`src/hdl/rbi_pkg.sv`:
```
`timescale 1ns / 1ps
package rbi_pkg;

    localparam int FRAC_BITS  = 16;
    localparam int DATA_W     = 32;
    localparam int SLACK_W    = 31;
    localparam int MAG_W      = DATA_W + FRAC_BITS;   // |plane - origin| << FRAC_BITS
    localparam int DIV_STAGES = MAG_W;                // one quotient bit per stage
    localparam int CFG_IDX_W  = 3;
    localparam int PROD_W     = 2 * DATA_W;

    localparam logic [CFG_IDX_W-1:0] REG_MIN_X = 3'd0;
    localparam logic [CFG_IDX_W-1:0] REG_MIN_Y = 3'd1;
    localparam logic [CFG_IDX_W-1:0] REG_MIN_Z = 3'd2;
    localparam logic [CFG_IDX_W-1:0] REG_MAX_X = 3'd3;
    localparam logic [CFG_IDX_W-1:0] REG_MAX_Y = 3'd4;
    localparam logic [CFG_IDX_W-1:0] REG_MAX_Z = 3'd5;

    typedef struct packed {
        logic signed [DATA_W-1:0]  origin_x;
        logic signed [DATA_W-1:0]  origin_y;
        logic signed [DATA_W-1:0]  origin_z;
        logic signed [DATA_W-1:0]  direction_x;
        logic signed [DATA_W-1:0]  direction_y;
        logic signed [DATA_W-1:0]  direction_z;
        logic        [SLACK_W-1:0] slack_x;
        logic        [SLACK_W-1:0] slack_y;
        logic        [SLACK_W-1:0] slack_z;
    } t_in_item;

    typedef struct packed {
        logic                     hit;
        logic signed [DATA_W-1:0] hit_point_x;
        logic signed [DATA_W-1:0] hit_point_y;
        logic signed [DATA_W-1:0] hit_point_z;
    } t_out_item;

    typedef struct packed {
        logic [2:0][DATA_W-1:0] lo;
        logic [2:0][DATA_W-1:0] hi;
    } t_box;

    // per-ray data that rides alongside the dividers
    typedef struct packed {
        logic                    in_box;
        logic [2:0]              cand;
        logic [2:0]              neg;
        logic [2:0]              dzero;
        logic [2:0][DATA_W-1:0]  orig;
        logic [2:0][DATA_W-1:0]  dir;
        logic [2:0][DATA_W-1:0]  plane;
        logic [2:0][SLACK_W-1:0] slack;
    } t_side;

    // classified request, front to back
    typedef struct packed {
        t_side                 side;
        logic [2:0][MAG_W-1:0]  num;
        logic [2:0][DATA_W-1:0] den;
    } t_cls;

endpackage

```
`src/hdl/rbi_queue.sv`:
```
`timescale 1ns / 1ps
module rbi_queue (
    input  logic          i_clk,
    input  logic          i_rst_n,
    input  logic          i_push,
    input  rbi_pkg::t_cls i_data,
    input  logic          i_pop,
    output logic          o_full,
    output logic          o_empty,
    output rbi_pkg::t_cls o_data
);

    rbi_pkg::t_cls r_mem [2];
    logic          r_wr_ptr;
    logic          r_rd_ptr;
    logic [1:0]    r_count;

    logic w_push;
    logic w_pop;

    assign o_full  = (r_count == 2'd2);
    assign o_empty = (r_count == 2'd0);
    assign o_data  = r_mem[r_rd_ptr];
    assign w_push  = i_push && !o_full;
    assign w_pop   = i_pop && !o_empty;

    always_ff @(posedge i_clk) begin
        if (!i_rst_n) begin
            r_wr_ptr <= 1'b0;
            r_rd_ptr <= 1'b0;
            r_count  <= 2'd0;
        end else begin
            if (w_push) r_wr_ptr <= ~r_wr_ptr;
            if (w_pop)  r_rd_ptr <= ~r_rd_ptr;
            r_count <= r_count + {1'b0, w_push} - {1'b0, w_pop};
        end
    end

    always_ff @(posedge i_clk) begin
        if (w_push) r_mem[r_wr_ptr] <= i_data;
    end

endmodule

```
`config.mk`:
```
export PLATFORM = sky130hd
export DESIGN_NAME = rbi_queue
export DESIGN_NICKNAME = d
export VERILOG_FILES = /design/src/hdl/rbi_pkg.sv /design/src/hdl/rbi_queue.sv
export SDC_FILE = /design/constraint.sdc
export NUM_CORES = 1
export LEC_CHECK = 0
export ABC_AREA = 1
export BUFFER_PORTS_ARGS = -buffer_cell sky130_fd_sc_hd__clkbuf_2
export CORE_AREA = 2 2 487 489
export CTS_BUF_LIST = sky130_fd_sc_hd__clkbuf_16
export DETAILED_ROUTE_END_ITERATION = 16
export DIE_AREA = 0 0 489 491
export PLACE_DENSITY = 0.39
export SLEW_MARGIN = 15
export SYNTH_ARGS = -nofsm -noshare
export SYNTH_HDL_FRONTEND = slang
export SYNTH_SLANG_ARGS = --single-unit
```
`constraint.sdc`:
```
create_clock -name i_clk -period 36.5 [get_ports i_clk]
set_input_delay 7.3 -clock i_clk [delete_from_list [all_inputs] [get_ports i_clk]]
set_output_delay 7.3 -clock i_clk [all_outputs]
set_load 0.1 [all_outputs]
```
==> flow_summary.yaml <==
status:
  status: "finished, final reports clean"
clock_network:
  ctsLongestPathBuffers: 3
  post-cts-setup-buffer-count: 0
  cts_resized: 0
  cts_root_buf: "clkbuf_16"
  insertion_delay_ns: 0.78
  clock_sinks: 1267
  cts_hold_buf: 0
  cts_tree: "yes"
  path_clk_slew_ns: 0.05
  cts-htree-levels: 4
  cts_buffers: 151
die:
  die_width_um: 489
  die_h_um: 491
  fp.dieArea_mm2: 0.240
  io_pins: 1268
  start_util_pct: 20.8
  core_mm2: 0.235
  rows: 178
sta:
  period_share_pct: 38.3
  finalWorstPathRequiredPeriod_ns: 13.99
  rsz0062_at_grt: "false"
  max_freq_mhz: 71.5
  worst_pin_slew_ns: 1.08
  hold_viol_final: 0
  skew_ns: 0.0235
  setup-tns-final_ns: 0
  setup_violations: 0
  slew_headroom_pct: 28.3
  hold-worst-slack_ns: 0.506
  slew_viol_final: 0
drt:
  wl_per_cell_um: 24.0
  routed_via_density: 3.69
  drt-total-wl_um: 160000
  vias: 24600
  postRouteAntennaNets: 0
  dr.first_iter.drc_count: 1277
  route.detailed.drc: 0
  firstDrtPassIters: 4
placement:
  dp_hpwl_um: 119000
  port_buffers: 1267
  gp_congestion: 0.810
critical_path:
  timing.rr.end: "r_mem[0][119]"
  cp_slowest_stage_delay_ns: 0.98
  path_class: "reg2out"
  path_max_fanout: 51
  cp.required_ns: 29.20
  r2r-start: "r_count[0]"
  cp_cell_sequence: "buf_4, buf_4, buf_4, buf_4, buf_4, mux2_4, clkbuf_2"
  crit_slowest_cell: "dfxtp_4"
  critPathCaptureType: "output pin"
  r2r_cells: 8
  critPathArrivalTime_ns: 6.69
  rrSetupSlack_ns: 31.20
  crit_path_start_kind: "flop"
  cp_common_cell: "buf_4"
global_route:
  first_global_vias: 25600
  globalRoute.totalOverflow: 0
  grt_usage_pct: 12.8
  grt_pass1_wl_um: 214000
  grt_max_degree: 140
  antenna_found_initial: 67
synthesis:
  synthesis.nets: 2638
  synth_seq_area_share_pct: 77.9
  postSynthAreaPerCell_um2: 24.4
  yosys_warnings: 0
  syn-instance-count: 2001
  synth-seq-cells: 1267
  syn_area_mm2: 0.0488
  synth_cell_type_count: 13
hold_path:
  hp-class: "reg2reg"
  holdPathStages: 2
  min_from: "r_rd_ptr"
  whs_endpoint: "r_rd_ptr"
flow_run:
  cap_viol_max_count: 0
layout:
  area_delta_synth_final_pct: 28.7
  layout_common_cells: "clkbuf_2, edfxtp_1, mux2_4"
  drive_above_1_share_pct: 60.7
  fin_nets: 4014
  final_common_cell: "clkbuf_2"
  final_util_pct: 26.8
pwr:
  peakVddDrop_uv: 62.7
  leakagePower_nw: 24.2
  power_density_mw_per_mm2: 94.6
==> state kept, by name, summed over array words and instances, names as in the netlist, named ones only <==
signal,cells
r_count,2
r_mem,1262
r_rd_ptr,1
r_wr_ptr,1
==> worst max-delay path by stage <==
stage,endpoint,slack (ns),start
after floorplan,r_mem[0][0],1.40,i_push
after global placement,o_data[598],23.22,flop
after detailed placement,o_data[598],23.21,flop
after CTS,o_data[598],22.33,flop
after global routing,o_data[42],22.09,flop
final,o_data[595],22.51,flop
==> cell type report <==
class | count | area [um2]
Fill cell | 23900 | 172000
Timing Repair Buffer | 1293 | 6610
Clock inverter | 111 | 856
Clock buffer | 155 | 3880
Antenna cell | 17 | 42.5
Tap cell | 3150 | 3940
Multi-Input combinational cell | 655 | 9440
Inverter | 9 | 41.3
Sequential cell | 1267 | 38000
==> routing by layer <==
| layer | share of wire, % | vias to the layer above | wire (um) | global-route usage (%) |
|---|---|---|---|---|
| met4 | 1.8 | 40 | 2940 | 3.03 |
| met5 | 0.16 | - | 264 | 0 |
| met1 | 39 | 12500 | 62000 | 14.5 |
| met3 | 11 | 252 | 16800 | 5.91 |
| met2 | 49 | 990 | 77900 | 21.6 |
| li1 | - | 10800 | - | - |
==> through the flow <==
stage                     power [mW]  instance area [um2]  setup WS (ns)  cells
after floorplan                 4.38                48800           1.40   2001
after CTS                       6.04                62800          22.33   6640
after global routing            6.14                62800          22.09   6645
after global placement          4.57                58000          23.22   6374
after detailed placement        4.57                58000          23.21   6374
final                           5.94                62800          22.51   6657
==> cells by family after synthesis <==
kind of cell,synth area share [%]
AO/OA/AOI/OAI,0.0205
adder cells (fa/ha/maj),0.0513
buffers and inverters,2.82
flip-flops,77.9
multiplexers,19.1
AND/OR/NAND/NOR,0.161
==> worst max-delay path: cells and delay by family, from the launching register on <==
family,cells,cell delay [ns]
multiplexers,1,0.35
buffers and inverters,6,4.27
flip-flops,1,0.98
==> where the power goes <==
group	internal (mW)	switching [mW]
Sequential	1.85	0.0577
Clock	0.833	0.605
Combinational	0.509	2.09
==> synth_stat cells <==
| cell type | number | area (um2) |
|---|---|---|
| a21oi_1 | 2 | 10.0 |
| buf_12 | 65 | 1300 |
| buf_4 | 4 | 30.0 |
| buf_6 | 1 | 11.3 |
| dfxtp_1 | 5 | 100 |
| edfxtp_1 | 1262 | 37900 |
| ha_1 | 2 | 25.0 |
| inv_1 | 9 | 33.8 |
| mux2_2 | 41 | 462 |
| mux2_4 | 590 | 8860 |
| nand2_1 | 9 | 33.8 |
| nand3_1 | 3 | 15.0 |
| nor2_1 | 8 | 30.0 |
Power figures use the tool's default switching activity.
