$ cat src/hdl/rbi_pkg.sv
`timescale 1ns / 1ps
package rbi_pkg;

    localparam int FRAC_BITS  = 16;
    localparam int DATA_W     = 32;
    localparam int SLACK_W    = 31;
    localparam int MAG_W      = DATA_W + FRAC_BITS;   // |plane - origin| << FRAC_BITS
    localparam int DIV_STAGES = MAG_W;                // one quotient bit per stage
    localparam int CFG_IDX_W  = 3;
    localparam int PROD_W     = 2 * DATA_W;

    localparam logic [CFG_IDX_W-1:0] REG_MIN_X = 3'd0;
    localparam logic [CFG_IDX_W-1:0] REG_MIN_Y = 3'd1;
    localparam logic [CFG_IDX_W-1:0] REG_MIN_Z = 3'd2;
    localparam logic [CFG_IDX_W-1:0] REG_MAX_X = 3'd3;
    localparam logic [CFG_IDX_W-1:0] REG_MAX_Y = 3'd4;
    localparam logic [CFG_IDX_W-1:0] REG_MAX_Z = 3'd5;

    typedef struct packed {
        logic signed [DATA_W-1:0]  origin_x;
        logic signed [DATA_W-1:0]  origin_y;
        logic signed [DATA_W-1:0]  origin_z;
        logic signed [DATA_W-1:0]  direction_x;
        logic signed [DATA_W-1:0]  direction_y;
        logic signed [DATA_W-1:0]  direction_z;
        logic        [SLACK_W-1:0] slack_x;
        logic        [SLACK_W-1:0] slack_y;
        logic        [SLACK_W-1:0] slack_z;
    } t_in_item;

    typedef struct packed {
        logic                     hit;
        logic signed [DATA_W-1:0] hit_point_x;
        logic signed [DATA_W-1:0] hit_point_y;
        logic signed [DATA_W-1:0] hit_point_z;
    } t_out_item;

    typedef struct packed {
        logic [2:0][DATA_W-1:0] lo;
        logic [2:0][DATA_W-1:0] hi;
    } t_box;

    // per-ray data that rides alongside the dividers
    typedef struct packed {
        logic                    in_box;
        logic [2:0]              cand;
        logic [2:0]              neg;
        logic [2:0]              dzero;
        logic [2:0][DATA_W-1:0]  orig;
        logic [2:0][DATA_W-1:0]  dir;
        logic [2:0][DATA_W-1:0]  plane;
        logic [2:0][SLACK_W-1:0] slack;
    } t_side;

    // classified request, front to back
    typedef struct packed {
        t_side                 side;
        logic [2:0][MAG_W-1:0]  num;
        logic [2:0][DATA_W-1:0] den;
    } t_cls;

endpackage

$ cat src/hdl/rbi_front.sv
`timescale 1ns / 1ps
module rbi_front (
    input  rbi_pkg::t_in_item i_item,
    input  rbi_pkg::t_box     i_box,
    output rbi_pkg::t_cls     o_cls
);

    logic signed [rbi_pkg::DATA_W-1:0] w_o [3];
    logic signed [rbi_pkg::DATA_W-1:0] w_d [3];
    logic [rbi_pkg::SLACK_W-1:0]       w_s [3];

    assign w_o[0] = i_item.origin_x;
    assign w_o[1] = i_item.origin_y;
    assign w_o[2] = i_item.origin_z;
    assign w_d[0] = i_item.direction_x;
    assign w_d[1] = i_item.direction_y;
    assign w_d[2] = i_item.direction_z;
    assign w_s[0] = i_item.slack_x;
    assign w_s[1] = i_item.slack_y;
    assign w_s[2] = i_item.slack_z;

    always_comb begin
        logic signed [rbi_pkg::DATA_W-1:0] lo;
        logic signed [rbi_pkg::DATA_W-1:0] hi;
        logic signed [rbi_pkg::DATA_W-1:0] pl;
        logic signed [rbi_pkg::DATA_W:0]   diff;
        logic [rbi_pkg::DATA_W:0]          dmag;
        logic [rbi_pkg::DATA_W:0]          nmag;
        o_cls = '0;
        for (int a = 0; a < 3; a++) begin
            lo = $signed(i_box.lo[a]);
            hi = $signed(i_box.hi[a]);
            pl = '0;
            // lower face tested first, as written even for inverted boxes
            if (w_o[a] < lo) begin
                pl = lo;
                o_cls.side.cand[a] = 1'b1;
            end else if (w_o[a] > hi) begin
                pl = hi;
                o_cls.side.cand[a] = 1'b1;
            end
            diff = {pl[rbi_pkg::DATA_W-1], pl} - {w_o[a][rbi_pkg::DATA_W-1], w_o[a]};
            nmag = diff[rbi_pkg::DATA_W] ? -diff : diff;
            dmag = w_d[a][rbi_pkg::DATA_W-1] ? -{1'b1, w_d[a]} : {1'b0, w_d[a]};
            o_cls.side.neg[a]   = (diff != '0) && (diff[rbi_pkg::DATA_W]
                                  ^ w_d[a][rbi_pkg::DATA_W-1]);
            o_cls.side.dzero[a] = (w_d[a] == '0);
            o_cls.side.orig[a]  = w_o[a];
            o_cls.side.dir[a]   = w_d[a];
            o_cls.side.plane[a] = pl;
            o_cls.side.slack[a] = w_s[a];
            o_cls.num[a] = {nmag[rbi_pkg::DATA_W-1:0], {rbi_pkg::FRAC_BITS{1'b0}}};
            o_cls.den[a] = dmag[rbi_pkg::DATA_W-1:0];
        end
        o_cls.side.in_box = ~|o_cls.side.cand;
    end

endmodule

$ cat config.mk
export PLATFORM = sky130hd
export DESIGN_NAME = rbi_front
export DESIGN_NICKNAME = d
export VERILOG_FILES = /design/src/hdl/rbi_pkg.sv /design/src/hdl/rbi_front.sv
export SDC_FILE = /design/constraint.sdc
export NUM_CORES = 1
export LEC_CHECK = 0
export ABC_AREA = 1
export ABC_CLOCK_PERIOD_IN_PS = 9500
export BUFFER_PORTS_ARGS = -buffer_cell sky130_fd_sc_hd__buf_2
export CORE_AREA = 2 2 433 435
export DETAILED_ROUTE_END_ITERATION = 6
export DIE_AREA = 0 0 435 437
export PLACE_DENSITY_LB_ADDON = 0.08
export SETUP_SLACK_MARGIN = 0.5
export SLEW_MARGIN = 20
export SYNTH_ARGS = -nofsm -noshare
export SYNTH_HDL_FRONTEND = slang
export SYNTH_SLANG_ARGS = --single-unit
$ cat constraint.sdc
create_clock -name vclk -period 9.5
set_clock_uncertainty 0.1 [all_clocks]
set_input_delay 0.475 -clock vclk [all_inputs]
set_output_delay 0.475 -clock vclk [all_outputs]
set_load 0.005 [all_outputs]
==> results of run 1 <==
[routing by layer]
metal	up-vias	wire length [µm]
li1	13200	-
met1	11500	55100
met2	635	74200
met3	108	3710
met4	0	2500
met5	-	0
[Yosys cell counts, types with 2 or more instances]
| library cell | count |
|---|---|
| sky130_fd_sc_hd__a31oi_1 | 6 |
| sky130_fd_sc_hd__nand2_1 | 1111 |
| sky130_fd_sc_hd__buf_2 | 5 |
| sky130_fd_sc_hd__o21bai_1 | 7 |
| sky130_fd_sc_hd__o21ai_0 | 197 |
| sky130_fd_sc_hd__nand3_2 | 6 |
| sky130_fd_sc_hd__nand4_1 | 52 |
| sky130_fd_sc_hd__a211oi_1 | 5 |
| sky130_fd_sc_hd__o221ai_1 | 3 |
| sky130_fd_sc_hd__nand3b_1 | 37 |
| sky130_fd_sc_hd__and3_1 | 4 |
| sky130_fd_sc_hd__xnor2_1 | 52 |
| sky130_fd_sc_hd__ha_1 | 294 |
| sky130_fd_sc_hd__fa_1 | 3 |
| sky130_fd_sc_hd__nor4_2 | 2 |
| sky130_fd_sc_hd__clkbuf_1 | 31 |
| sky130_fd_sc_hd__nand2_2 | 32 |
| sky130_fd_sc_hd__nor4_1 | 18 |
| sky130_fd_sc_hd__nor3_2 | 2 |
| sky130_fd_sc_hd__buf_1 | 3 |
| sky130_fd_sc_hd__o21ai_1 | 8 |
| sky130_fd_sc_hd__and2_1 | 5 |
| sky130_fd_sc_hd__inv_1 | 776 |
| sky130_fd_sc_hd__nor2_2 | 16 |
| sky130_fd_sc_hd__nand3_1 | 254 |
| sky130_fd_sc_hd__or2_2 | 8 |
| sky130_fd_sc_hd__xor2_1 | 110 |
| sky130_fd_sc_hd__nand2_4 | 2 |
| sky130_fd_sc_hd__o211ai_1 | 8 |
| sky130_fd_sc_hd__a21boi_0 | 2 |
| sky130_fd_sc_hd__buf_4 | 340 |
| sky130_fd_sc_hd__nor2_1 | 295 |
| sky130_fd_sc_hd__nor3_1 | 53 |
| sky130_fd_sc_hd__o31ai_1 | 4 |
| sky130_fd_sc_hd__a21oi_1 | 199 |
| sky130_fd_sc_hd__o21ai_2 | 3 |
| sky130_fd_sc_hd__inv_2 | 9 |
| sky130_fd_sc_hd__buf_6 | 3 |
| sky130_fd_sc_hd__o21a_1 | 9 |
| sky130_fd_sc_hd__a21oi_2 | 3 |
[cells by family after synthesis]
family          count (synthesis)
compound gates                456
fa+ha+maj                     297
xor+xnor                      165
buf+inv                      1168
simple gates                 1899
other cells                     1
[power groups by stage]
stage,clock [mW],combinational [mW],sequential [mW]
final,0.0000000872,3.60,0
after global routing,0.0000000439,4.08,0
after CTS,0,3.75,0
after detailed placement,0,3.74,0
after global placement,0,3.77,0
after floorplan,0,2.10,0
[metrics by stage]
step | hold WS, ns | total power, mW | cell area, µm² | instances
after floorplan | 0.885 | 2.10 | 21600 | 4033
after global placement | 0.850 | 3.77 | 26500 | 7020
after detailed placement | 0.850 | 3.74 | 26500 | 7023
after CTS | 0.850 | 3.75 | 26500 | 7023
after global routing | 0.850 | 4.08 | 26500 | 7026
final | 0.850 | 3.60 | 26500 | 7028
[area by class of cell]
class                           instances  area [µm²]
Tap cell                             2480        3100
Timing Repair Buffer                  892        4510
Fill cell                           22200      159000
Antenna cell                            5        12.5
Inverter                              786        2950
Multi-Input combinational cell       2865       15900
[worst max path at each step]
| stage | startpoint | endpoint | slack (ns) | depth (start not counted) |
|---|---|---|---|---|
| 2_1_floorplan | i_box[181] | o_cls[218] | 4.78 | 32 |
| 3_3_place_gp | i_box[79] | o_cls[218] | 0.35 | 32 |
| 3_5_place_dp | i_box[65] | o_cls[217] | 1.47 | 36 |
| 4_1_cts | i_box[65] | o_cls[217] | 1.45 | 36 |
| 5_1_grt | i_box[65] | o_cls[218] | 1.15 | 36 |
| 6_report | i_box[65] | o_cls[218] | 1.96 | 32 |
[cell usage in the layout (no fill, tap or decap), types with 4 or more instances in the layout]
cell type                     n
sky130_fd_sc_hd__o21ai_1      9
sky130_fd_sc_hd__nand2_1   1110
sky130_fd_sc_hd__a21oi_1    199
sky130_fd_sc_hd__nor3_2       4
sky130_fd_sc_hd__nand4_1     52
sky130_fd_sc_hd__xnor2_1     52
sky130_fd_sc_hd__conb_1      48
sky130_fd_sc_hd__o21a_1       9
sky130_fd_sc_hd__diode_2      5
sky130_fd_sc_hd__nor4_2       4
sky130_fd_sc_hd__nor2_1     295
sky130_fd_sc_hd__nand3_2      6
sky130_fd_sc_hd__xor2_1     110
sky130_fd_sc_hd__inv_2        9
sky130_fd_sc_hd__o31ai_1      4
sky130_fd_sc_hd__and3_1       4
sky130_fd_sc_hd__nor4_1      16
sky130_fd_sc_hd__a31oi_1      6
sky130_fd_sc_hd__buf_4       18
sky130_fd_sc_hd__nand3_1    254
sky130_fd_sc_hd__or2_2        8
sky130_fd_sc_hd__ha_1       294
sky130_fd_sc_hd__a211oi_1     5
sky130_fd_sc_hd__o211ai_1     8
sky130_fd_sc_hd__buf_2      874
sky130_fd_sc_hd__and2_1       5
sky130_fd_sc_hd__nand3b_1    37
sky130_fd_sc_hd__nor3_1      51
sky130_fd_sc_hd__nand2_2     33
sky130_fd_sc_hd__o21bai_1     7
sky130_fd_sc_hd__o21ai_0    196
sky130_fd_sc_hd__inv_1      775
sky130_fd_sc_hd__nor2_2      16
[worst max-delay path, delay by kind of cell]
kind | cells | cell delay, ns
AOI/OAI and AO/OA | 5 | 0.94
adders and majority gates | 2 | 0.78
xor gates and xnor gates | 1 | 0.16
and+or+nand+nor | 18 | 2.91
buffers and inverters | 6 | 1.63
==> impl_metrics.tcl, run 1 <==
set metrics [dict create \
    synth-compound-area-share 0.113 \
    utilization 0.143 \
    hold_path_depth 0 \
    synth_top_cells_by_area "sky130_fd_sc_hd__nand2_1 (19%), sky130_fd_sc_hd__ha_1 (17%), sky130_fd_sc_hd__inv_1 (14%)" \
    finish.net_count 5319 \
    dominant_combinational_cell_family_by_area_after_synthesis "simple AND/OR/NAND/NOR gates" \
    groute.layer.met3.usage 0.0104 \
    gr-usage-met2 0.275 \
    setup.worst_path.end_class "output pin" \
    antenna_violating_nets_post_route 0 \
    post_cts_resize_count 0 \
    synth_largest_area_cell "sky130_fd_sc_hd__nand2_1" \
    fraction_of_synthesized_cell_area_taken_by_the_top_area_cell_type 0.195 \
    drc 0 \
    synth.distinct_cells 49 \
    syn-instance-count 3986 \
    fp-row-count 158 \
    cp_common_cell "sky130_fd_sc_hd__nand2_1" \
    globalRouteOverflowTotal 0 \
    slew_headroom 0.289 \
    layout-area-overhead-vs-synth_pct 23.8 \
    clkbuf_count 0 \
    met1_usage 0.154 \
    grt_max_degree 35 \
    timing.final.crit_period_ns 7.54 \
    place_worst_setup_slack_ns 1.47 \
    power_density_mw_per_mm2 136 \
    synth_adder_area_share 0.175 \
    grt_most_used_layer "met2" \
    drt-total-wl_um 136000 \
    slew_violations 0 \
    layout-drive-gt1-share 0.217 \
    maxClockFrequency_mhz 133 \
    design.core.area_mm2 0.185 \
    yosys.area_share.xor_xnor 0.0691 \
    multiplexer_share_of_the_synthesized_area 0 \
    crit_slowest_cell "sky130_fd_sc_hd__clkinv_1" \
    drt-wirelength-per-cell_um 19.3 \
    routed_via_density 3.63 \
    seq_area_um2 0 \
    power.leakage_nw 15.4 \
    post-route-worst-setup-slack_ns 1.96 \
    irDropWorstVdd_v 0.0000399 \
    postSynthAreaPerCell_um2 5.37 \
    timing.final.setup_violations 0 \
    power.net_switching_mw 2.43 \
    timing.critical_path.fanout_max 33 \
    initial_antenna_violation_count 28 \
    first_pass_iters 5 \
    seqPwrFrac 0 \
    share_of_synthesized_area_occupied_by_flip_flops_and_latches 0 \
    floorplan.die_area_mm2 0.190 \
    fp.dieH_um 437 \
    grt_pass1_wl_um 190000 \
    globalRouteTotalUtil 0.136 \
    final_layout_setup_total_negative_slack_ns 0 \
    drv_cap 0 \
    timing.critical_path.slowest_cell_delay_ns 0.80 \
    io_buffers 874 \
    post_synth_and_or_nand_nor_area_fraction 0.377 \
    yosys_warnings 0 \
    hold_path.startpoint "i_item[70]" \
    worst_hold_path.endpoint "o_cls[248]" \
    number_of_sequential_cells_in_the_layout 0 \
    syn_area_mm2 0.0214 \
    drt_first_iter_violations 955 \
    worstPathRequired_ns 8.93 \
    first_global_vias 26400 \
    hold_path.class "input port to output pin" \
    hold_buffer_count_at_cts 0 \
    via_count 25500 \
    start_to_end_type_of_the_worst_setup_path "input port to output pin" \
    report.final.hold_viol_count 0 \
    period_share 0.794 \
    detailed_place_hpwl_um 126000 \
    die_width_um 435 \
    cellInternalPower_mw 1.17 \
    timing_worst_slew_pin_value_ns 1.06 \
    worstPathArrival_ns 6.97 \
    setup_repair_after_global_routing_missed_its_margin "no" \
    gp_congestion 0.841 \
    pwr-share-clk 0 \
    initial_core_util 0.116 \
    outcome "complete, no violations" \
    worstSetupStartpointType "input port" \
    io_pins 1108 \
    cts.repair_timing.setup_buffer_count 0 \
    power_frac_comb 1.000 \
    switching_share 0.675 \
]
Note: power is estimated with default switching activity, not from simulation.
==> run 2, diff against run 1 <==
--- a/config.mk
+++ b/config.mk
@@ -6,7 +6,7 @@
 export NUM_CORES = 1
 export LEC_CHECK = 0
 export ABC_AREA = 1
-export ABC_CLOCK_PERIOD_IN_PS = 9500
+export ABC_CLOCK_PERIOD_IN_PS = 7900
 export BUFFER_PORTS_ARGS = -buffer_cell sky130_fd_sc_hd__buf_2
 export CORE_AREA = 2 2 433 435
 export DETAILED_ROUTE_END_ITERATION = 6
==> constraint.sdc (replaced) <==
create_clock -name vclk -period 7.9
set_clock_uncertainty 0.1 [all_clocks]
set_input_delay 0.395 -clock vclk [all_inputs]
set_output_delay 0.395 -clock vclk [all_outputs]
set_load 0.005 [all_outputs]
==> impl_metrics.tcl, run 2 (synthesized netlist as in run 1, its figures left out) <==
set metrics [dict create \
    outcome "complete, no violations" \
    globalRouteOverflowTotal 0 \
    timing_worst_slew_pin_value_ns 1.08 \
    timing.critical_path.fanout_max 20 \
    design.core.area_mm2 0.185 \
    layout-area-overhead-vs-synth_pct 24.3 \
    maxClockFrequency_mhz 150 \
    start_to_end_type_of_the_worst_setup_path "input port to output pin" \
    grt_max_degree 57 \
    grt_pass1_wl_um 191000 \
    seqPwrFrac 0 \
    period_share 0.844 \
    antenna_violating_nets_post_route 0 \
    io_pins 1108 \
    initial_antenna_violation_count 29 \
    layout-drive-gt1-share 0.219 \
    drv_cap 0 \
    power_frac_comb 1.000 \
    hold_buffer_count_at_cts 0 \
    setup_repair_after_global_routing_missed_its_margin "no" \
    power_density_mw_per_mm2 164 \
    hold_path_depth 0 \
    place_worst_setup_slack_ns 0.749 \
    postPlaceCellArea_mm2 0.0266 \
    worstPathRequired_ns 7.40 \
    die_width_um 435 \
    worst_hold_path.endpoint "o_cls[248]" \
    drt-total-wl_um 135000 \
    final_layout_setup_total_negative_slack_ns 0 \
    report.final.hold_viol_count 0 \
    final_common_cell "sky130_fd_sc_hd__nand2_1" \
    finish.net_count 5333 \
    post-route-worst-setup-slack_ns 1.23 \
    fin_area_mm2 0.0266 \
    detailed_place_hpwl_um 126000 \
    cp_common_cell "sky130_fd_sc_hd__nand2_1" \
    clkbuf_count 0 \
    crit_slowest_cell "sky130_fd_sc_hd__o21ai_0" \
    worstPathArrival_ns 6.17 \
    power.net_switching_mw 2.93 \
    initial_core_util 0.116 \
    seq_area_um2 0 \
    cellInternalPower_mw 1.44 \
    globalRouteTotalUtil 0.137 \
    timing.final.crit_period_ns 6.67 \
    first_global_vias 26500 \
    hold_path.class "input port to output pin" \
    gp_congestion 0.842 \
    switching_share 0.671 \
    slew_violations 0 \
    timing.critical_path.slowest_cell_delay_ns 0.56 \
    pwr-share-clk 0 \
    slew_headroom 0.275 \
    power.leakage_nw 15.5 \
    routed_via_density 3.63 \
    drt-wirelength-per-cell_um 19.2 \
    drt_first_iter_violations 844 \
    hold_path.startpoint "i_item[70]" \
    first_pass_iters 5 \
    setup.worst_path.end_class "output pin" \
    worstSetupStartpointType "input port" \
    via_count 25600 \
    drc 0 \
    number_of_sequential_cells_in_the_layout 0 \
    fp.dieH_um 437 \
    timing.final.setup_violations 0 \
    fp-row-count 158 \
    most-common-layout-cells "sky130_fd_sc_hd__nand2_1 (1110), sky130_fd_sc_hd__buf_2 (874), sky130_fd_sc_hd__inv_1 (775)" \
    floorplan.die_area_mm2 0.190 \
    io_buffers 874 \
    irDropWorstVdd_v 0.0000449 \
    critical_path.startpoint "i_box[170]" \
]
run 2: final cells by class:
| class | instances | area, µm² |
|---|---|---|
| fillers | 22300 | 158000 |
| well taps | 2480 | 3100 |
| multi-input cells | 2865 | 15900 |
| inverters | 786 | 2950 |
| diodes | 5 | 12.5 |
| repair buffers | 906 | 4630 |
run 2: critical path, delay by kind of cell:
kind / cells / cell delay (ns)
compound gates: 5 / 1.53
fa+ha+maj: 2 / 0.72
buf+inv: 9 / 1.38
simple gates: 17 / 2.13
run 2: worst max-delay path by stage:
stage	endpoint	slack, ns	cells past startpoint
after global placement	o_cls[234]	-0.24	31
after CTS	o_cls[234]	0.74	32
final	o_cls[234]	1.23	33
after floorplan	o_cls[218]	3.34	32
after global routing	o_cls[234]	0.60	32
after detailed placement	o_cls[234]	0.75	32
run 2: repair_timing:
item	4_1_cts	5_1_grt
endpoints found under the setup margin	0	9
setup buffers	0	0
gates resized for setup	0	1
run 2: metal layers:
layer,routed length (µm),GRT usage,share of wire,vias to the layer above
li1,-,-,-,13300
met1,54300,0.153,0.40,11500
met2,73500,0.274,0.54,654
met3,3900,0.0111,0.029,124
met4,3700,0.0301,0.027,0
met5,0,0,0,-
run 2: stage by stage:
stage	hold WS (ns)	util	power, mW	instances
after global placement	0.690	0.144	4.56	7036
after detailed placement	0.690	0.144	4.53	7037
final	0.690	0.144	4.37	7042
after global routing	0.690	0.144	4.93	7040
after floorplan	0.725	-	2.53	4033
after CTS	0.690	0.144	4.54	7037
run 2: power groups by stage:
stage	sequential, mW	combinational [mW]	clock, mW
floorplan	0	2.53	0
global placement	0	4.56	0
detailed placement	0	4.53	0
CTS	0	4.54	0
global route	0	4.93	0.0000000516
finish	0	4.37	0.000000111
==> run 3, diff against run 2 <==
--- a/config.mk
+++ b/config.mk
@@ -6,7 +6,7 @@
 export NUM_CORES = 1
 export LEC_CHECK = 0
 export ABC_AREA = 1
-export ABC_CLOCK_PERIOD_IN_PS = 7900
+export ABC_CLOCK_PERIOD_IN_PS = 6410
 export BUFFER_PORTS_ARGS = -buffer_cell sky130_fd_sc_hd__buf_2
 export CORE_AREA = 2 2 433 435
 export DETAILED_ROUTE_END_ITERATION = 6
==> constraint.sdc (replaced) <==
create_clock -name vclk -period 6.41
set_clock_uncertainty 0.1 [all_clocks]
set_input_delay 0.3205 -clock vclk [all_inputs]
set_output_delay 0.3205 -clock vclk [all_outputs]
set_load 0.005 [all_outputs]
==> impl_metrics.tcl, run 3 (synthesized netlist as in run 1, its figures left out) <==
set metrics [dict create \
    outcome "complete, no violations" \
    fp.dieH_um 437 \
    fin_area_mm2 0.0291 \
    timing.final.crit_period_ns 5.51 \
    number_of_sequential_cells_in_the_layout 0 \
    critical_path_buf_inv_count 11 \
    finish.net_count 5594 \
    start_to_end_type_of_the_worst_setup_path "input port to output pin" \
    globalRouteOverflowTotal 0 \
    timing.final.setup_violations 0 \
    post-route-worst-setup-slack_ns 0.896 \
    setup.worst_path.end_class "output pin" \
    initial_core_util 0.116 \
    place_inst 7288 \
    gp_congestion 0.861 \
    multi_input_comb_area_mm2 0.0163 \
    postPlaceCellArea_mm2 0.0286 \
    clkbuf_count 0 \
    power_density_mw_per_mm2 216 \
    design.core.area_mm2 0.185 \
    timing.critical_path.slowest_cell_delay_ns 0.66 \
    slew_headroom 0.442 \
    hold_path.startpoint "i_item[70]" \
    critical_path.startpoint "i_item[252]" \
    power.net_switching_mw 3.83 \
    final_cell_count_no_fill 7314 \
    floorplan.die_area_mm2 0.190 \
    worstPathArrival_ns 5.09 \
    via_count 26800 \
    seq_area_um2 0 \
    drv_cap 0 \
    power_frac_comb 1.000 \
    report.power.total_mw 6.30 \
    report.final.hold_viol_count 0 \
    switching_share 0.608 \
    globalRouteTotalUtil 0.139 \
    period_share 0.860 \
    irDropWorstVdd_v 0.000103 \
    final_layout_setup_total_negative_slack_ns 0 \
    critical_path.top_delay_family "simple AND/OR/NAND/NOR gates" \
    antenna_violating_nets_post_route 0 \
    finalHoldWorstSlack_ns 0.541 \
    drt-wirelength-per-cell_um 19.0 \
    timing_worst_slew_pin_value_ns 0.834 \
    worstPathRequired_ns 5.99 \
    io_pins 1108 \
    routed_via_density 3.66 \
    cellInternalPower_mw 2.47 \
    slew_violations 0 \
    first_pass_iters 4 \
    fp-row-count 158 \
    detailed_place_hpwl_um 129000 \
    hold_buffer_count_at_cts 0 \
    setup_repair_after_global_routing_missed_its_margin "yes" \
    first_global_vias 27500 \
    final_common_cell "sky130_fd_sc_hd__nand2_1" \
    place_worst_setup_slack_ns 0.0983 \
    drc 0 \
    timing.critical_path.fanout_max 20 \
    cp_common_cell "sky130_fd_sc_hd__nand2_1" \
    grt_max_degree 63 \
    layout-drive-gt1-share 0.281 \
    crit_slowest_cell "sky130_fd_sc_hd__nor4_1" \
    layout-area-overhead-vs-synth_pct 36.0 \
    seqPwrFrac 0 \
    power.leakage_nw 16.8 \
    worstSetupStartpointType "input port" \
    hold_path.class "input port to output pin" \
    grt_pass1_wl_um 195000 \
    filler_cell_count 22200 \
    utilization 0.157 \
    most-common-layout-cells "sky130_fd_sc_hd__nand2_1 (1091), sky130_fd_sc_hd__buf_2 (872), sky130_fd_sc_hd__inv_1 (772)" \
    drt-total-wl_um 139000 \
    initial_antenna_violation_count 32 \
    drt_first_iter_violations 861 \
    die_width_um 435 \
    maxClockFrequency_mhz 181 \
    pwr-share-clk 0 \
    io_buffers 874 \
]
## run 3: changes by cell type in the layout (fill, tap and decap cells not counted), moves of 13 or more
cell	before	now
sky130_fd_sc_hd__nand2_1	1110	1091
sky130_fd_sc_hd__nor2_1	295	282
sky130_fd_sc_hd__o21ai_1	8	25
sky130_fd_sc_hd__buf_4	31	282
sky130_fd_sc_hd__ha_2	0	18
sky130_fd_sc_hd__nand2_2	33	51
sky130_fd_sc_hd__o21ai_0	197	171
sky130_fd_sc_hd__ha_1	294	273
## run 3: final timing paths
path	endpoint	slack (ns)	cells past startpoint
min	o_cls[248]	0.54	0
max	o_cls[176]	0.90	29
## run 3: area by class of cell
cell class | count | area share
tap | 2480 | 0.107
antenna | 16 | 0.00137
timing repair buffer | 1167 | 0.230
multi-input combinational | 2865 | 0.560
inverter | 786 | 0.101
## run 3: power by group through the flow
stage	clock network (mW)	registers (mW)	logic, mW
after detailed placement	0	0	6.34
after CTS	0	0	6.37
final	0.000000220	0	6.30
after floorplan	0	0	3.11
after global routing	0.000000199	0	7.05
after global placement	0	0	6.39
## run 3: per-layer routing
metal / wire, µm / up-vias / part of all wire / GRT usage
li1: - / 13800 / - / -
met1: 55300 / 12100 / 0.40 / 0.152
met2: 73600 / 688 / 0.53 / 0.272
met3: 4480 / 138 / 0.032 / 0.0157
met4: 5350 / 4 / 0.039 / 0.0477
met5: 27 / - / 0.00019 / 0.00202
## run 3: what timing repair did
| action | in CTS | in global routing |
|---|---|---|
| buffers inserted | 1 | 9 |
| pin swaps | 1 | 22 |
| gates resized for setup | 20 | 123 |
| setup endpoints to repair | 64 | 92 |
| gates cloned | 0 | 0 |
